[src/rtl/wsd_pkg.sv]
// ----------------------------------------------------------------------------
// wsd_pkg
// Shared types and constants of the WBMP stream decoder: result kinds and
// the command that the parser hands to the pixel expander.
// ----------------------------------------------------------------------------
package wsd_pkg;

   localparam int PIX_PER_BYTE = 8;
   localparam int PIX_IDX_BITS = 3;
   localparam int OUT_BITS     = 16;
   localparam int Q_DEPTH      = 4;
   localparam int Q_PTR_BITS   = 2;
   localparam int Q_CNT_BITS   = 3;

   typedef enum logic [2:0] {
      KIND_PIXEL     = 3'd0,
      KIND_SIZE      = 3'd1,
      KIND_ZERO_W    = 3'd2,
      KIND_ZERO_H    = 3'd3,
      KIND_TOO_LARGE = 3'd4,
      KIND_EXTRA     = 3'd5
   } kind_type;

   // One parsed command: a pixel byte or a single report.
   typedef struct packed {
      kind_type                  kind;
      logic [7:0]                data;
      logic [OUT_BITS-1:0]       col;
      logic [OUT_BITS-1:0]       row;
      logic [OUT_BITS-1:0]       width;
      logic [OUT_BITS-1:0]       height;
      logic [PIX_IDX_BITS-1:0]   last_idx;
   } cmd_type;

endpackage

[src/rtl/wsd_front.sv]
// ----------------------------------------------------------------------------
// wsd_front
// Byte parser: tracks the file phase, builds width and height, keeps the
// pixel position and issues one command per byte that produces results.
// ----------------------------------------------------------------------------
module wsd_front #(
   parameter int DIM_BITS = 16
) (
   input  logic             clock,
   input  logic             reset,
   input  logic             req_valid,
   input  logic [7:0]       req_in_byte,
   input  logic             q_full,
   output logic             req_stall,
   output logic             push,
   output wsd_pkg::cmd_type push_cmd
);

   localparam int EXT_BITS = DIM_BITS + wsd_pkg::OUT_BITS;

   typedef enum logic [2:0] {
      PH_TYPE,
      PH_HEADER,
      PH_WIDTH,
      PH_HEIGHT,
      PH_PIXELS,
      PH_DONE,
      PH_ERROR
   } phase_type;

   phase_type              phase_ff, phase_in;
   logic [DIM_BITS-1:0]    acc_ff, acc_in;
   logic [DIM_BITS-1:0]    width_ff, width_in;
   logic [DIM_BITS-1:0]    height_ff, height_in;
   logic [DIM_BITS-1:0]    col_ff, col_in;
   logic [DIM_BITS-1:0]    row_ff, row_in;

   logic                   accept;
   logic [DIM_BITS+6:0]    dim_next;
   logic                   dim_ovf;
   logic [DIM_BITS-1:0]    dim_val;
   logic [DIM_BITS:0]      col_sum;
   logic [DIM_BITS-1:0]    row_inc;
   logic [DIM_BITS-1:0]    rem;
   logic [EXT_BITS-1:0]    col_ext, row_ext, w_ext, h_ext;

   assign req_stall = q_full;
   assign accept    = req_valid && !q_full;

   assign dim_next = {acc_ff, req_in_byte[6:0]};
   assign dim_ovf  = |dim_next[DIM_BITS+6:DIM_BITS];
   assign dim_val  = dim_next[DIM_BITS-1:0];
   assign col_sum  = {1'b0, col_ff} + (DIM_BITS+1)'(wsd_pkg::PIX_PER_BYTE);
   assign row_inc  = row_ff + DIM_BITS'(1);
   assign rem      = width_ff - col_ff;

   assign col_ext = EXT_BITS'(col_ff);
   assign row_ext = EXT_BITS'(row_ff);
   assign w_ext   = EXT_BITS'(width_ff);
   assign h_ext   = EXT_BITS'(dim_val);

   always_comb begin
      phase_in  = phase_ff;
      acc_in    = acc_ff;
      width_in  = width_ff;
      height_in = height_ff;
      col_in    = col_ff;
      row_in    = row_ff;
      push      = 1'b0;
      push_cmd  = '0;
      if (accept) begin
         unique case (phase_ff)
            PH_TYPE: begin
               phase_in = PH_HEADER;
            end
            PH_HEADER: begin
               if (!req_in_byte[7]) begin
                  phase_in = PH_WIDTH;
                  acc_in   = '0;
               end
            end
            PH_WIDTH: begin
               if (dim_ovf) begin
                  push          = 1'b1;
                  push_cmd.kind = wsd_pkg::KIND_TOO_LARGE;
                  phase_in      = PH_ERROR;
               end else if (req_in_byte[7]) begin
                  acc_in = dim_val;
               end else begin
                  width_in = dim_val;
                  acc_in   = '0;
                  if (dim_val == '0) begin
                     push          = 1'b1;
                     push_cmd.kind = wsd_pkg::KIND_ZERO_W;
                     phase_in      = PH_ERROR;
                  end else begin
                     phase_in = PH_HEIGHT;
                  end
               end
            end
            PH_HEIGHT: begin
               if (dim_ovf) begin
                  push          = 1'b1;
                  push_cmd.kind = wsd_pkg::KIND_TOO_LARGE;
                  phase_in      = PH_ERROR;
               end else if (req_in_byte[7]) begin
                  acc_in = dim_val;
               end else begin
                  height_in = dim_val;
                  acc_in    = '0;
                  push      = 1'b1;
                  if (dim_val == '0) begin
                     push_cmd.kind = wsd_pkg::KIND_ZERO_H;
                     phase_in      = PH_ERROR;
                  end else begin
                     push_cmd.kind   = wsd_pkg::KIND_SIZE;
                     push_cmd.width  = w_ext[wsd_pkg::OUT_BITS-1:0];
                     push_cmd.height = h_ext[wsd_pkg::OUT_BITS-1:0];
                     col_in          = '0;
                     row_in          = '0;
                     phase_in        = PH_PIXELS;
                  end
               end
            end
            PH_PIXELS: begin
               push          = 1'b1;
               push_cmd.kind = wsd_pkg::KIND_PIXEL;
               push_cmd.data = req_in_byte;
               push_cmd.col  = col_ext[wsd_pkg::OUT_BITS-1:0];
               push_cmd.row  = row_ext[wsd_pkg::OUT_BITS-1:0];
               if (rem >= DIM_BITS'(wsd_pkg::PIX_PER_BYTE)) begin
                  push_cmd.last_idx = wsd_pkg::PIX_IDX_BITS'(wsd_pkg::PIX_PER_BYTE - 1);
               end else begin
                  push_cmd.last_idx = rem[wsd_pkg::PIX_IDX_BITS-1:0]
                                      - wsd_pkg::PIX_IDX_BITS'(1);
               end
               if (col_sum >= {1'b0, width_ff}) begin
                  col_in = '0;
                  row_in = row_inc;
                  if (row_inc >= height_ff) begin
                     phase_in = PH_DONE;
                  end
               end else begin
                  col_in = col_sum[DIM_BITS-1:0];
               end
            end
            PH_DONE: begin
               push          = 1'b1;
               push_cmd.kind = wsd_pkg::KIND_EXTRA;
            end
            PH_ERROR: begin
            end
            default: begin
               phase_in = PH_ERROR;
            end
         endcase
      end
   end

   always_ff @(posedge clock) begin
      if (reset) begin
         phase_ff  <= PH_TYPE;
         acc_ff    <= '0;
         width_ff  <= '0;
         height_ff <= '0;
         col_ff    <= '0;
         row_ff    <= '0;
      end else begin
         phase_ff  <= phase_in;
         acc_ff    <= acc_in;
         width_ff  <= width_in;
         height_ff <= height_in;
         col_ff    <= col_in;
         row_ff    <= row_in;
      end
   end

endmodule

[src/rtl/wsd_queue.sv]
// ----------------------------------------------------------------------------
// wsd_queue
// Short command FIFO between the parser and the pixel expander.
// ----------------------------------------------------------------------------
module wsd_queue (
   input  logic             clock,
   input  logic             reset,
   input  logic             push,
   input  wsd_pkg::cmd_type push_cmd,
   input  logic             pop,
   output logic             full,
   output logic             empty,
   output wsd_pkg::cmd_type head
);

   wsd_pkg::cmd_type                   mem_ff [wsd_pkg::Q_DEPTH];
   logic [wsd_pkg::Q_PTR_BITS-1:0]     wr_ptr_ff, rd_ptr_ff;
   logic [wsd_pkg::Q_CNT_BITS-1:0]     count_ff;

   assign full  = (count_ff == wsd_pkg::Q_CNT_BITS'(wsd_pkg::Q_DEPTH));
   assign empty = (count_ff == '0);
   assign head  = mem_ff[rd_ptr_ff];

   always_ff @(posedge clock) begin
      if (push) begin
         mem_ff[wr_ptr_ff] <= push_cmd;
      end
   end

   always_ff @(posedge clock) begin
      if (reset) begin
         wr_ptr_ff <= '0;
         rd_ptr_ff <= '0;
         count_ff  <= '0;
      end else begin
         if (push) begin
            wr_ptr_ff <= wr_ptr_ff + wsd_pkg::Q_PTR_BITS'(1);
         end
         if (pop) begin
            rd_ptr_ff <= rd_ptr_ff + wsd_pkg::Q_PTR_BITS'(1);
         end
         if (push && !pop) begin
            count_ff <= count_ff + wsd_pkg::Q_CNT_BITS'(1);
         end else if (pop && !push) begin
            count_ff <= count_ff - wsd_pkg::Q_CNT_BITS'(1);
         end
      end
   end

endmodule

[src/rtl/wsd_back.sv]
// ----------------------------------------------------------------------------
// wsd_back
// Pixel expander: walks the head command one result per cycle while the output
// is not stalled, MSB first, into the registered result stage.
// ----------------------------------------------------------------------------
module wsd_back (
   input  logic             clock,
   input  logic             reset,
   input  logic             q_empty,
   input  wsd_pkg::cmd_type head,
   output logic             pop,
   input  logic             rsp_stall,
   output logic             rsp_valid,
   output logic [2:0]       rsp_kind,
   output logic [7:0]       rsp_pixel_value,
   output logic [15:0]      rsp_column,
   output logic [15:0]      rsp_row,
   output logic [15:0]      rsp_image_width,
   output logic [15:0]      rsp_image_height,
   output logic             rsp_last_in_run
);

   logic [wsd_pkg::PIX_IDX_BITS-1:0] idx_ff;
   logic                             valid_ff;
   logic [2:0]                       kind_ff;
   logic [7:0]                       pix_ff;
   logic [15:0]                      col_ff, row_ff, w_ff, h_ff;
   logic                             last_ff;

   logic                             out_ready;
   logic                             fire;
   logic                             last;
   logic [wsd_pkg::PIX_IDX_BITS-1:0] bit_sel;

   assign out_ready = !valid_ff || !rsp_stall;
   assign fire      = out_ready && !q_empty;
   assign last      = (idx_ff == head.last_idx);
   assign pop       = fire && last;
   assign bit_sel   = wsd_pkg::PIX_IDX_BITS'(wsd_pkg::PIX_PER_BYTE - 1) - idx_ff;

   always_ff @(posedge clock) begin
      if (reset) begin
         valid_ff <= 1'b0;
         idx_ff   <= '0;
      end else begin
         if (out_ready) begin
            valid_ff <= !q_empty;
         end
         if (fire) begin
            idx_ff <= last ? '0 : idx_ff + wsd_pkg::PIX_IDX_BITS'(1);
         end
      end
   end

   always_ff @(posedge clock) begin
      if (fire) begin
         kind_ff <= head.kind;
         pix_ff  <= head.data[bit_sel] ? 8'hFF : 8'h00;
         col_ff  <= head.col + 16'(idx_ff);
         row_ff  <= head.row;
         w_ff    <= head.width;
         h_ff    <= head.height;
         last_ff <= last;
      end
   end

   assign rsp_valid        = valid_ff;
   assign rsp_kind         = kind_ff;
   assign rsp_pixel_value  = pix_ff;
   assign rsp_column       = col_ff;
   assign rsp_row          = row_ff;
   assign rsp_image_width  = w_ff;
   assign rsp_image_height = h_ff;
   assign rsp_last_in_run  = last_ff;

endmodule

[src/rtl/wbmp_stream_decoder.sv]
// A byte's first result passes the command queue and then the registered result
// stage before it shows on rsp_valid.
// Throughput: one byte per cycle into the parser while the queue is not full;
// one result per cycle out of the expander while rsp_stall does not hold it.
// A 4-deep command queue lets the parser run ahead of the expander.
// Reset (synchronous, active high) returns to the type byte and empties the queue.
// ----------------------------------------------------------------------------
// wbmp_stream_decoder
// Streaming decoder for type 0 WBMP files: parser, command queue, and
// pixel expander with a registered result stage.
// ----------------------------------------------------------------------------
module wbmp_stream_decoder #(
   parameter int DIM_BITS = 16
) (
   input  logic        clock,
   input  logic        reset,
   input  logic        req_valid,
   output logic        req_stall,
   input  logic [7:0]  req_in_byte,
   output logic        rsp_valid,
   input  logic        rsp_stall,
   output logic [2:0]  rsp_kind,
   output logic [7:0]  rsp_pixel_value,
   output logic [15:0] rsp_column,
   output logic [15:0] rsp_row,
   output logic [15:0] rsp_image_width,
   output logic [15:0] rsp_image_height,
   output logic        rsp_last_in_run
);

   logic             q_full, q_empty, push, pop;
   wsd_pkg::cmd_type push_cmd, head;

   wsd_front #(
      .DIM_BITS(DIM_BITS)
   ) u_front (
      .clock       (clock),
      .reset       (reset),
      .req_valid   (req_valid),
      .req_in_byte (req_in_byte),
      .q_full      (q_full),
      .req_stall   (req_stall),
      .push        (push),
      .push_cmd    (push_cmd)
   );

   wsd_queue u_queue (
      .clock    (clock),
      .reset    (reset),
      .push     (push),
      .push_cmd (push_cmd),
      .pop      (pop),
      .full     (q_full),
      .empty    (q_empty),
      .head     (head)
   );

   wsd_back u_back (
      .clock            (clock),
      .reset            (reset),
      .q_empty          (q_empty),
      .head             (head),
      .pop              (pop),
      .rsp_stall        (rsp_stall),
      .rsp_valid        (rsp_valid),
      .rsp_kind         (rsp_kind),
      .rsp_pixel_value  (rsp_pixel_value),
      .rsp_column       (rsp_column),
      .rsp_row          (rsp_row),
      .rsp_image_width  (rsp_image_width),
      .rsp_image_height (rsp_image_height),
      .rsp_last_in_run  (rsp_last_in_run)
   );

endmodule

[config.mk]
export PLATFORM = sky130hd
export DESIGN_NAME = wbmp_stream_decoder
export DESIGN_NICKNAME = d
export VERILOG_FILES = /design/src/rtl/wsd_pkg.sv /design/src/rtl/wsd_front.sv /design/src/rtl/wsd_queue.sv /design/src/rtl/wsd_back.sv /design/src/rtl/wbmp_stream_decoder.sv
export SDC_FILE = /design/constraint.sdc
export NUM_CORES = 1
export LEC_CHECK = 0
export BUFFER_PORTS_ARGS = -buffer_cell sky130_fd_sc_hd__buf_2
export CAP_MARGIN = 30
export CORE_MARGIN = 3
export CORE_UTILIZATION = 40
export DETAILED_ROUTE_END_ITERATION = 16
export HOLD_SLACK_MARGIN = 0.12
export PLACE_DENSITY = 0.56
export SYNTH_ARGS = -nofsm -noshare
export SYNTH_HDL_FRONTEND = slang
export SYNTH_SLANG_ARGS = --single-unit
[constraint.sdc]
create_clock -name clock -period 5.9 [get_ports clock]
set_input_delay 1.18 -clock clock [delete_from_list [all_inputs] [get_ports clock]]
set_output_delay 1.18 -clock clock [all_outputs]
set_load 0.03 [all_outputs]
==> flow_summary.toml, run 1 <==
[grt]
grt_pass1_wl_mm = 65.5
grt_overflow = 0
grt_usage_pct = 16.6
grt_pass1_vias = 11033
grt_max_degree = 55
antenna_found_initial = 0

[cells_and_area]
multiInputGateArea_um2 = 6010
final_common_cell = "edfxtp_1"
nFillCells = 4241
final_cell_mix = "edfxtp_1 (373), nand2_1 (129), a21oi_1 (94), dfxtp_1 (91), buf_2 (89)"
fin_nets = 1523
fin_area_um2 = 22400
ff_latch_area_um2 = 13100
drive_above_1_share_pct = 18.8
syn_to_final_growth_pct = 14.0

[timing]
fmax_mhz = 259
min_period_ns = 3.86
rsz0062_at_grt = "no"
maxSlewHeadroom_pct = 32.3
worstMarginPinSlew_ns = 1.02
setup_viol = 0
tns_ns = 0
fin_crit_sh_pct = 65.5
layout_setup_ws_ns = 2.04
fin_skew_ns = 0.0209
drv_slew = 0
finalHoldViolCount = 0
whs_ns = 0.459

[synthesis]
synth.distinct_cells = 68
synth_area_leader_cell = "edfxtp_1"
synth_edf_count = 373
ys_seq_area_share_pct = 66.5
async_flop_share_pct = 0
synth-main-ff-cell = "edfxtp_1"
netlist.area_leader.share_pct = 57.0
syn_area_um2 = 19700
synthCells = 1366
avgSynthCellArea_um2 = 14.4
ys_warn_count = 0
synth_area_leaders = "edfxtp_1 (57%), dfxtp_1 (9.5%), mux4_2 (8.9%)"
synth-seq-cells = 466

[worst_setup_path]
end_kind = "flop"
crit_arrival_ns = 4.34
worst-setup-path-type = "reg -> reg"
crit_slowest_cell = "nor2_1"
cpPeakStageDelay_ns = 0.85
timing.rr.start = "u_front.col_ff[3]"
crit_fanout = 14
worstSetupStartpoint = "u_front.col_ff[3]"
cp-start-kind = "flop"
cp_cell_sequence = "ha_1 > and3_1 > nand3_1 > xnor2_1 > ha_1 > nand3_1 > nor2_1 > o41ai_1 > o211ai_1 > nor2_1 > nor2b_1 > a41o_1"
crit_required_ns = 6.38

[die]
start_util_pct = 40.8
io_pins = 90
core-area_um2 = 48100
die_x_um = 228
die_h_um = 228
dieArea_um2 = 51800
rows = 80

[clocking]
root_buffer = "clkbuf_16"
clk_latency_ns = 0.59
post-cts-setup-buffer-count = 0
cts.sinks = 466
cts_buffers = 48
cts_resized = 0
ctsHoldBuffers = 0
clk_pin_slew_ns = 0.06
htree_num_levels = 2
cts_tree = "done"
clock_path_buffers = 3

[status]
status = "completed"

[pwr]
internal_power_mw = 5.35
max-vdd-ir-drop_v = 0.000202
swShare_pct = 20.9
clockPowerShare_pct = 44.6
p_per_area_nw_per_um2 = 302
p_leak_nw = 7.70
switchingPower_mw = 1.42
seqPwrFrac_pct = 52.6
p_comb_share_pct = 2.9

[detailed_routing]
routed_wl_mm = 42.5
drtPass1Iterations = 6
viasPerCell = 5.18
drcViolationCount = 0
drtIter0Drc = 751
vias = 11149
final_antenna_net_count = 0
wl_per_cell_um = 19.8

[place]
preCtsSetupSlack_ns = 1.52
place_hpwl_mm = 27.9
placed_area_um2 = 20800
globalplace.congestion = 0.844
portBuffers = 89

[min_path]
min_path_type = "reg -> reg"
worstHoldStart = "u_front.height_ff[13]"

[run]
drv_cap = 0
[logic make-up (layout without fill, tap and decap cells)]
kind of cell / after synthesis / after routing / synth area share, %
AND/OR/NAND/NOR: 368 / 368 / 9.29
other: 1 / 6 / 0.0191
AO/OA/AOI/OAI: 186 / 186 / 5.77
flip-flops: 466 / 466 / 66.5
adder cells (fa/ha/maj): 57 / 57 / 3.71
multiplexers: 84 / 84 / 9.25
XOR/XNOR: 53 / 53 / 2.36
buffers and inverters: 151 / 275 / 3.14
[per-layer routing]
metal,up-vias,routed length (um),track usage [%]
met5,-,0,0
met4,0,966,4.51
met3,71,1830,2.76
met2,232,19800,26.6
met1,5560,20000,23.8
li1,5286,-,-
[sequential cells by signal (all words and copies together) (netlist names), 2 cells and up, named ones only]
signal                   count
u_back.rsp_image_height     16
u_back.rsp_row              16
u_queue.count_ff             3
u_queue.wr_ptr_ff            2
u_front.width_ff            16
u_front.row_ff              16
u_queue.rd_ptr_ff            2
u_front.acc_ff              16
u_back.rsp_kind              3
u_queue.mem_ff             304
u_back.rsp_image_width      16
u_back.idx_ff                3
u_front.height_ff           16
u_back.rsp_column           16
u_front.phase_ff             3
u_front.col_ff              13
[power groups by stage]
stage	sequential, mW	combinational (mW)	clock [mW]
6_report	3.55	0.193	3.02
5_1_grt	3.56	0.209	3.24
4_1_cts	3.56	0.195	3.10
3_5_place_dp	3.63	0.194	0
3_3_place_gp	3.63	0.190	0
2_1_floorplan	3.66	0.0986	0
[layout make-up]
type | count | share of cell area [%]
Timing Repair Buffer | 108 | 2.83
Tap cell | 656 | 3.66
Antenna cell | 1 | 0.0112
Multi-Input combinational cell | 753 | 26.8
Inverter | 77 | 1.29
Clock inverter | 30 | 1.41
Clock buffer | 60 | 5.65
Sequential cell | 466 | 58.3
[through the flow]
stage / power, mW / utilization (%) / cells
floorplan: 3.76 / - / 1370
detailed placement: 3.82 / 43.3 / 2060
global placement: 3.82 / 43.2 / 2057
global route: 7.00 / 46.5 / 2150
finish: 6.76 / 46.5 / 2151
CTS: 6.85 / 46.5 / 2150
[critical path: cells and delay by family (launching register included)]
| family | cells | cell delay [ns] |
|---|---|---|
| DFF | 1 | 0.41 |
| xor gates and xnor gates | 1 | 0.28 |
| and+or+nand+nor | 6 | 1.58 |
| adders and majority gates | 2 | 0.56 |
| AOI/OAI and AO/OA | 3 | 0.93 |
[final timing paths]
path	slack [ns]	endpoint	cells past startpoint
worst max-delay path	2.04	u_front.phase_ff[0]	12
worst min-delay path	0.46	u_front.height_ff[13]	2
worst max register to register	2.04	u_front.phase_ff[0]	12
worst min register to register	0.46	u_front.height_ff[13]	2
[cells in the mapped netlist (all sizes together) (3+ instances only)]
cell type  instances
or3                5
o41ai              3
mux2i              5
nor3b              4
and3              25
a2111oi            5
nor4b              3
nor2              57
nor3              11
or3b               3
buf               20
xor2              17
inv               77
ha                55
nand3b             5
or2                4
o21ai             24
nand2b             7
nand3             43
a21o               8
and4               3
a31oi              7
and2              33
nand2            130
edfxtp           373
nor4               9
o2111ai            7
clkbuf            54
xnor2             36
a211oi             6
mux4              78
o221ai             3
dfxtp             93
nor2b             10
o21a               7
nand4              6
or4                6
a21oi             95
(Power assumes the default switching activity.)
==> inputs of run 2 (changes only) <==
Settings changed: ABC_AREA set to 1.
Clock period 5.9 ns to 3.95 ns, I/O delays scaled along.
==> run 2 against run 1 <==
  * Die area grew 4.8%
  * Via count is 29% higher
  * Global-route usage rose by 2.0 points
  * Worst hold slack got worse by 0.0021 ns
  * Combinational power rose to 24 times the previous value
  * Clock-buffer cell count is 5 lower
  * Non-clock buffer count is 5 higher
  * Critical endpoint is now u_queue.count_ff[2]
  * Largest cell class unchanged
  * Largest power group unchanged
  * Highest routed layer unchanged
==> flow_summary.toml, run 2 <==
[status]
status = "completed"

[clocking]
cts.sinks = 466
cts_buffers = 50
ctsHoldBuffers = 0
clock_path_buffers = 3
cts_resized = 0
htree_num_levels = 2
cts_tree = "done"
clk_latency_ns = 0.59
post-cts-setup-buffer-count = 0
clk_pin_slew_ns = 0.06
root_buffer = "clkbuf_16"

[cells_and_area]
final_cell_mix = "edfxtp_1 (373), nor2_1 (337), nand2_1 (270), inv_1 (207), o21ai_0 (173)"
stdcell_count = 2782
antennaDiodeCount = 0
final_common_cell = "edfxtp_1"
largest_register_ffs = 304
drive_above_1_share_pct = 11.5
nFillCells = 4657
fin_nets = 2139
largest_register = "u_queue.mem_ff"
utilization_pct = 46.5
syn_to_final_growth_pct = 14.0

[detailed_routing]
drcViolationCount = 0
drtPass1Iterations = 5
viasPerCell = 5.15
routed_wl_mm = 50.7
vias = 14327
final_antenna_net_count = 0
wl_per_cell_um = 18.2
drtIter0Drc = 1135

[pwr]
swShare_pct = 35.3
switchingPower_mw = 5.74
p_per_area_nw_per_um2 = 692
p_comb_share_pct = 29.0
p_leak_nw = 8.73
clockPowerShare_pct = 30.1
max-vdd-ir-drop_v = 0.000386
internal_power_mw = 10.5
seqPwrFrac_pct = 40.9

[place]
portBuffers = 89
place_hpwl_mm = 32.3
dp_cells = 2690
globalplace.congestion = 0.928

[synthesis]
synth_most_common_cell = "edfxtp_1"
syn_area_um2 = 20600
ys_warn_count = 0
async_flop_share_pct = 0
synth_area_leaders = "edfxtp_1 (54%), dfxtp_1 (9.0%), nor2_1 (6.2%)"
netlist.area_leader.share_pct = 54.3
avgSynthCellArea_um2 = 10.4
ys_seq_area_share_pct = 63.4
synthCells = 1989
synth_edf_count = 373
synth_area_leader_cell = "edfxtp_1"
synth.distinct_cells = 53
synth-main-ff-cell = "edfxtp_1"
synth-seq-cells = 466
synth_top_cells_by_count = "edfxtp_1 (373), nor2_1 (341), nand2_1 (270), inv_1 (207), o21ai_0 (173)"

[grt]
use_met2_pct = 31.9
grt_util_met3_pct = 2.74
antenna_found_initial = 0
grt_pass1_vias = 13671
grt_max_degree = 83
grt_pass1_wl_mm = 78.3
busiest_layer = "met2"
grt_overflow = 0
grt_use_met1_pct = 24.4
grt_usage_pct = 18.6

[worst_setup_path]
crit_required_ns = 4.42
crit_arrival_ns = 3.73
cpPeakStageDelay_ns = 0.67
crit_fanout = 82
worst-setup-path-type = "reg -> reg"
cp-start-kind = "flop"
cp_cell_sequence = "inv_6 > buf_4 > nand2_1 > nand3_1 > nand2_1 > xor2_1 > nand3_1 > nor2_1 > inv_1 > ha_1 > inv_1 > fa_1 > a21oi_1 > o21ai_0 > o21ai_0 > a21oi_1"
end_kind = "flop"
crit_slowest_cell = "buf_4"

[timing]
fin_crit_sh_pct = 82.6
fmax_mhz = 307
drv_slew = 0
rsz0062_at_grt = "no"
setup_viol = 0
finalHoldViolCount = 0
maxSlewHeadroom_pct = 36.2
fin_skew_ns = 0.0160
worstMarginPinSlew_ns = 0.957
min_period_ns = 3.26

[die]
io_pins = 90
die_x_um = 233
rows = 82
die_h_um = 233
dieArea_um2 = 54300
core-area_um2 = 50600
start_util_pct = 40.8

[min_path]
min_path_type = "reg -> reg"

[run]
drv_cap = 0
## run 2: cell count changes after synthesis, sizes merged, moves of 29 or more
cell	delta
xnor2	-33
inv	+143
o22ai	+55
nor2	+294
o21ai	+158
and2	-30
mux4	-78
nand2	+143
nand3	+29
## run 2: layer usage
layer  share of wire [%]  up-vias
met3                 4.1       78
met5                   0        -
met4                 2.4        0
met1                  44     6991
li1                    -     6937
met2                  50      321
## run 2: cell type report
class                   count  area [um^2]  area share, %
multi-input cells        1219         6320           26.9
clock buffers              55         1270           5.41
flip-flops and latches    466        13100           55.6
repair buffers            113          713           3.04
well taps                 672          841           3.58
inverters                 220          833           3.55
clock inverters            37          453           1.93
## run 2: cells by family (layout without fill, tap and decap cells)
group / count (synthesis) / in the layout / synth area share [%]
simple gates: 757 / 757 / 15.6
other cells: 1 / 5 / 0.0182
fa+ha+maj: 57 / 57 / 3.53
xor+xnor: 39 / 39 / 1.66
flops: 466 / 466 / 63.4
compound gates: 361 / 361 / 9.56
buf+inv: 308 / 425 / 6.29
## run 2: critical path: cells and delay by family (launching register included)
kind | cells | cell delay [ns]
fa+ha+maj | 2 | 0.56
xor+xnor | 1 | 0.15
simple gates | 5 | 0.48
flops | 1 | 0.43
compound gates | 4 | 0.46
buf+inv | 4 | 1.06
## run 2: worst paths after layout
kind,startpoint,endpoint,cells past startpoint,slack [ns]
setup / recovery,flop,u_queue.count_ff[2],16,0.69
hold reg to reg,u_front.acc_ff[9],u_front.acc_ff[9],2,0.46
hold / removal,u_front.acc_ff[9],u_front.acc_ff[9],2,0.46
setup reg to reg,flop,u_queue.count_ff[2],16,0.69
## run 2: power by group through the flow
stage | Combinational (mW) | Sequential [mW] | Clock, mW
finish | 4.72 | 6.65 | 4.89
global route | 5.24 | 6.73 | 5.20
CTS | 4.78 | 6.66 | 5.01
detailed placement | 4.76 | 6.75 | 0
global placement | 4.64 | 6.75 | 0
floorplan | 2.63 | 7.53 | 0
## run 2: stage by stage
stage / setup WS [ns] / area [um^2] / total power [mW] / hold WS (ns) / TNS [ns]
floorplan: -1.24 / 20600 / 10.2 / 0.430 / -376.74
CTS: 0.624 / 23500 / 16.4 / 0.457 / 0
global placement: 0.640 / 21800 / 11.4 / 0.443 / 0
detailed placement: 0.616 / 21800 / 11.5 / 0.449 / 0
finish: 0.688 / 23500 / 16.3 / 0.457 / 0
global route: 0.363 / 23500 / 17.2 / 0.480 / 0
==> inputs of run 3 (changes only) <==
Settings changed: PLACE_DENSITY 0.56 to 0.58.
Clock period 3.95 ns to 3 ns, I/O delays scaled along.
==> run 3 against run 2 <==
  * Die area is the same
  * Sequential power grew 31%
  * Sequential share of layout area shrank 0.97 points
  * Maximum frequency grew 17%
  * Utilization grew 0.87 points
  * Worst hold slack lost 0.066 ns
  * Clock power grew 30%
  * Clock skew is essentially flat
  * Non-clock buffer count grew 23
  * Largest cell class unchanged
  * Sequential cell count is the same
  * Total power grew 32%
  * Setup slack lost 0.48 ns
==> flow_summary.toml, run 3 (synthesis gave the netlist of run 2 again) <==
[detailed_routing]
met2_length_mm = 25.4
wl_met3_mm = 2.04
viasPerCell = 5.04
wl_per_cell_um = 17.6
routed_wl_mm = 49.3
drcViolationCount = 0
vias = 14140
final_antenna_net_count = 0
met1_length_mm = 20.9
drtIter0Drc = 1182
drtPass1Iterations = 5
highest_layer = "met4"

[worst_setup_path]
cpPeakStageDelay_ns = 0.34
cpMostUsedCell = "nand2_1"
worst-setup-path-type = "reg -> reg"
crit_buf_inv = 3
crit_slowest_cell = "dfxtp_2"
cp_cell_sequence = "ha_2 > nand2_1 > nor2_2 > nand3_2 > nor2_4 > nand2_1 > o21ai_2 > inv_1 > ha_1 > nand2_1 > inv_1 > nand4_1 > o21bai_2 > nor2_4 > nand3_4 > nand2_4 > buf_12 > a21oi_1 > nor2_1"
path_delay_family = "simple AND/OR/NAND/NOR gates"
crit_required_ns = 3.48
crit_arrival_ns = 3.27
cp-start-kind = "flop"
crit_fanout = 11
end_kind = "flop"

[cells_and_area]
largest_register_ffs = 304
stdcell_count = 2807
largest_register = "u_queue.mem_ff"
fin_area_um2 = 23900
final_cell_mix = "edfxtp_1 (373), nor2_1 (331), nand2_1 (267), inv_1 (202), o21ai_0 (168)"
drive_above_1_share_pct = 14.4
syn_to_final_growth_pct = 16.1
fin_nets = 2162
nFillCells = 4624
final_common_cell = "edfxtp_1"
antennaDiodeCount = 0
utilization_pct = 47.3

[pwr]
totalPowerFinal_mw = 21.4
max-vdd-ir-drop_v = 0.000728
p_leak_nw = 8.91
p_per_area_nw_per_um2 = 895

[clocking]
clk_latency_ns = 0.60
clk_pin_slew_ns = 0.06
htree_num_levels = 2
clock_path_buffers = 3
cts_tree = "done"
ctsHoldBuffers = 0
root_buffer = "clkbuf_16"
cts_buffers = 50
cts.sinks = 466

[die]
rows = 82
dieArea_um2 = 54300
core-area_um2 = 50600
die_h_um = 233
io_pins = 90
start_util_pct = 40.8
die_x_um = 233

[place]
dp_cells = 2709
portBuffers = 89
placed_area_um2 = 22000
globalplace.congestion = 0.891
place_hpwl_mm = 32.6

[grt]
antenna_found_initial = 0
grt_max_degree = 73
grt_usage_pct = 18.2
grt_pass1_vias = 13762
grt_pass1_wl_mm = 76.8
grt_overflow = 0

[run]
drv_cap = 0

[min_path]
min_path_type = "in -> reg"

[timing]
maxSlewHeadroom_pct = 53.4
fmax_mhz = 358
tns_ns = 0
min_period_ns = 2.79
fin_crit_sh_pct = 93.0
drv_slew = 0
worstMarginPinSlew_ns = 0.693
finalHoldViolCount = 0
setup_viol = 0
fin_skew_ns = 0.0156

[status]
status = "completed"
-- run 3: where the power goes --
group / switching [mW] / internal [mW] / total, mW
Sequential: 0.368 / 8.35 / 8.72
Clock: 2.57 / 3.80 / 6.37
Combinational: 4.57 / 1.78 / 6.35
-- run 3: path summary, 6_finish.rpt --
kind | from | end | slack (ns) | cells after the start
max | u_front.col_ff[4] | u_front.row_ff[14] | 0.21 | 19
min | req_in_byte[0] | u_front.acc_ff[0] | 0.39 | 3
max reg2reg | u_front.col_ff[4] | u_front.row_ff[14] | 0.21 | 19
min reg2reg | u_front.acc_ff[9] | u_front.acc_ff[9] | 0.46 | 2
-- run 3: through the flow --
stage | hold WS [ns] | setup slack [ns]
floorplan | 0.430 | -0.769
finish | 0.391 | 0.209
global placement | 0.445 | 0.139
detailed placement | 0.448 | 0.0466
CTS | 0.347 | 0.0267
global route | 0.359 | -0.00855
-- run 3: layout make-up --
class	count	area [um^2]	area share, %
sequential	466	13100	54.6
multi-input combinational	1219	6480	27.1
clock buffer	61	1370	5.73
timing repair buffer	136	965	4.03
tap	672	841	3.51
inverter	220	833	3.48
clock inverter	33	360	1.51
-- run 3: worst min-delay path, stage by stage --
cell	delay, ns
buf_2	0.14
a21oi_1	0.14
a211oi_1	0.05
-- run 3: timing repair --
action | CTS | global route
gates resized for setup | 0 | 42
endpoints found under the setup margin | 0 | 35
setup buffers | 0 | 4
-- run 3: routing by layer --
layer  global-route usage (%)  up-vias
met5                        0        -
met4                     4.50        0
met3                     2.91       69
met2                     32.9      288
met1                     22.8     6818
li1                         -     6965
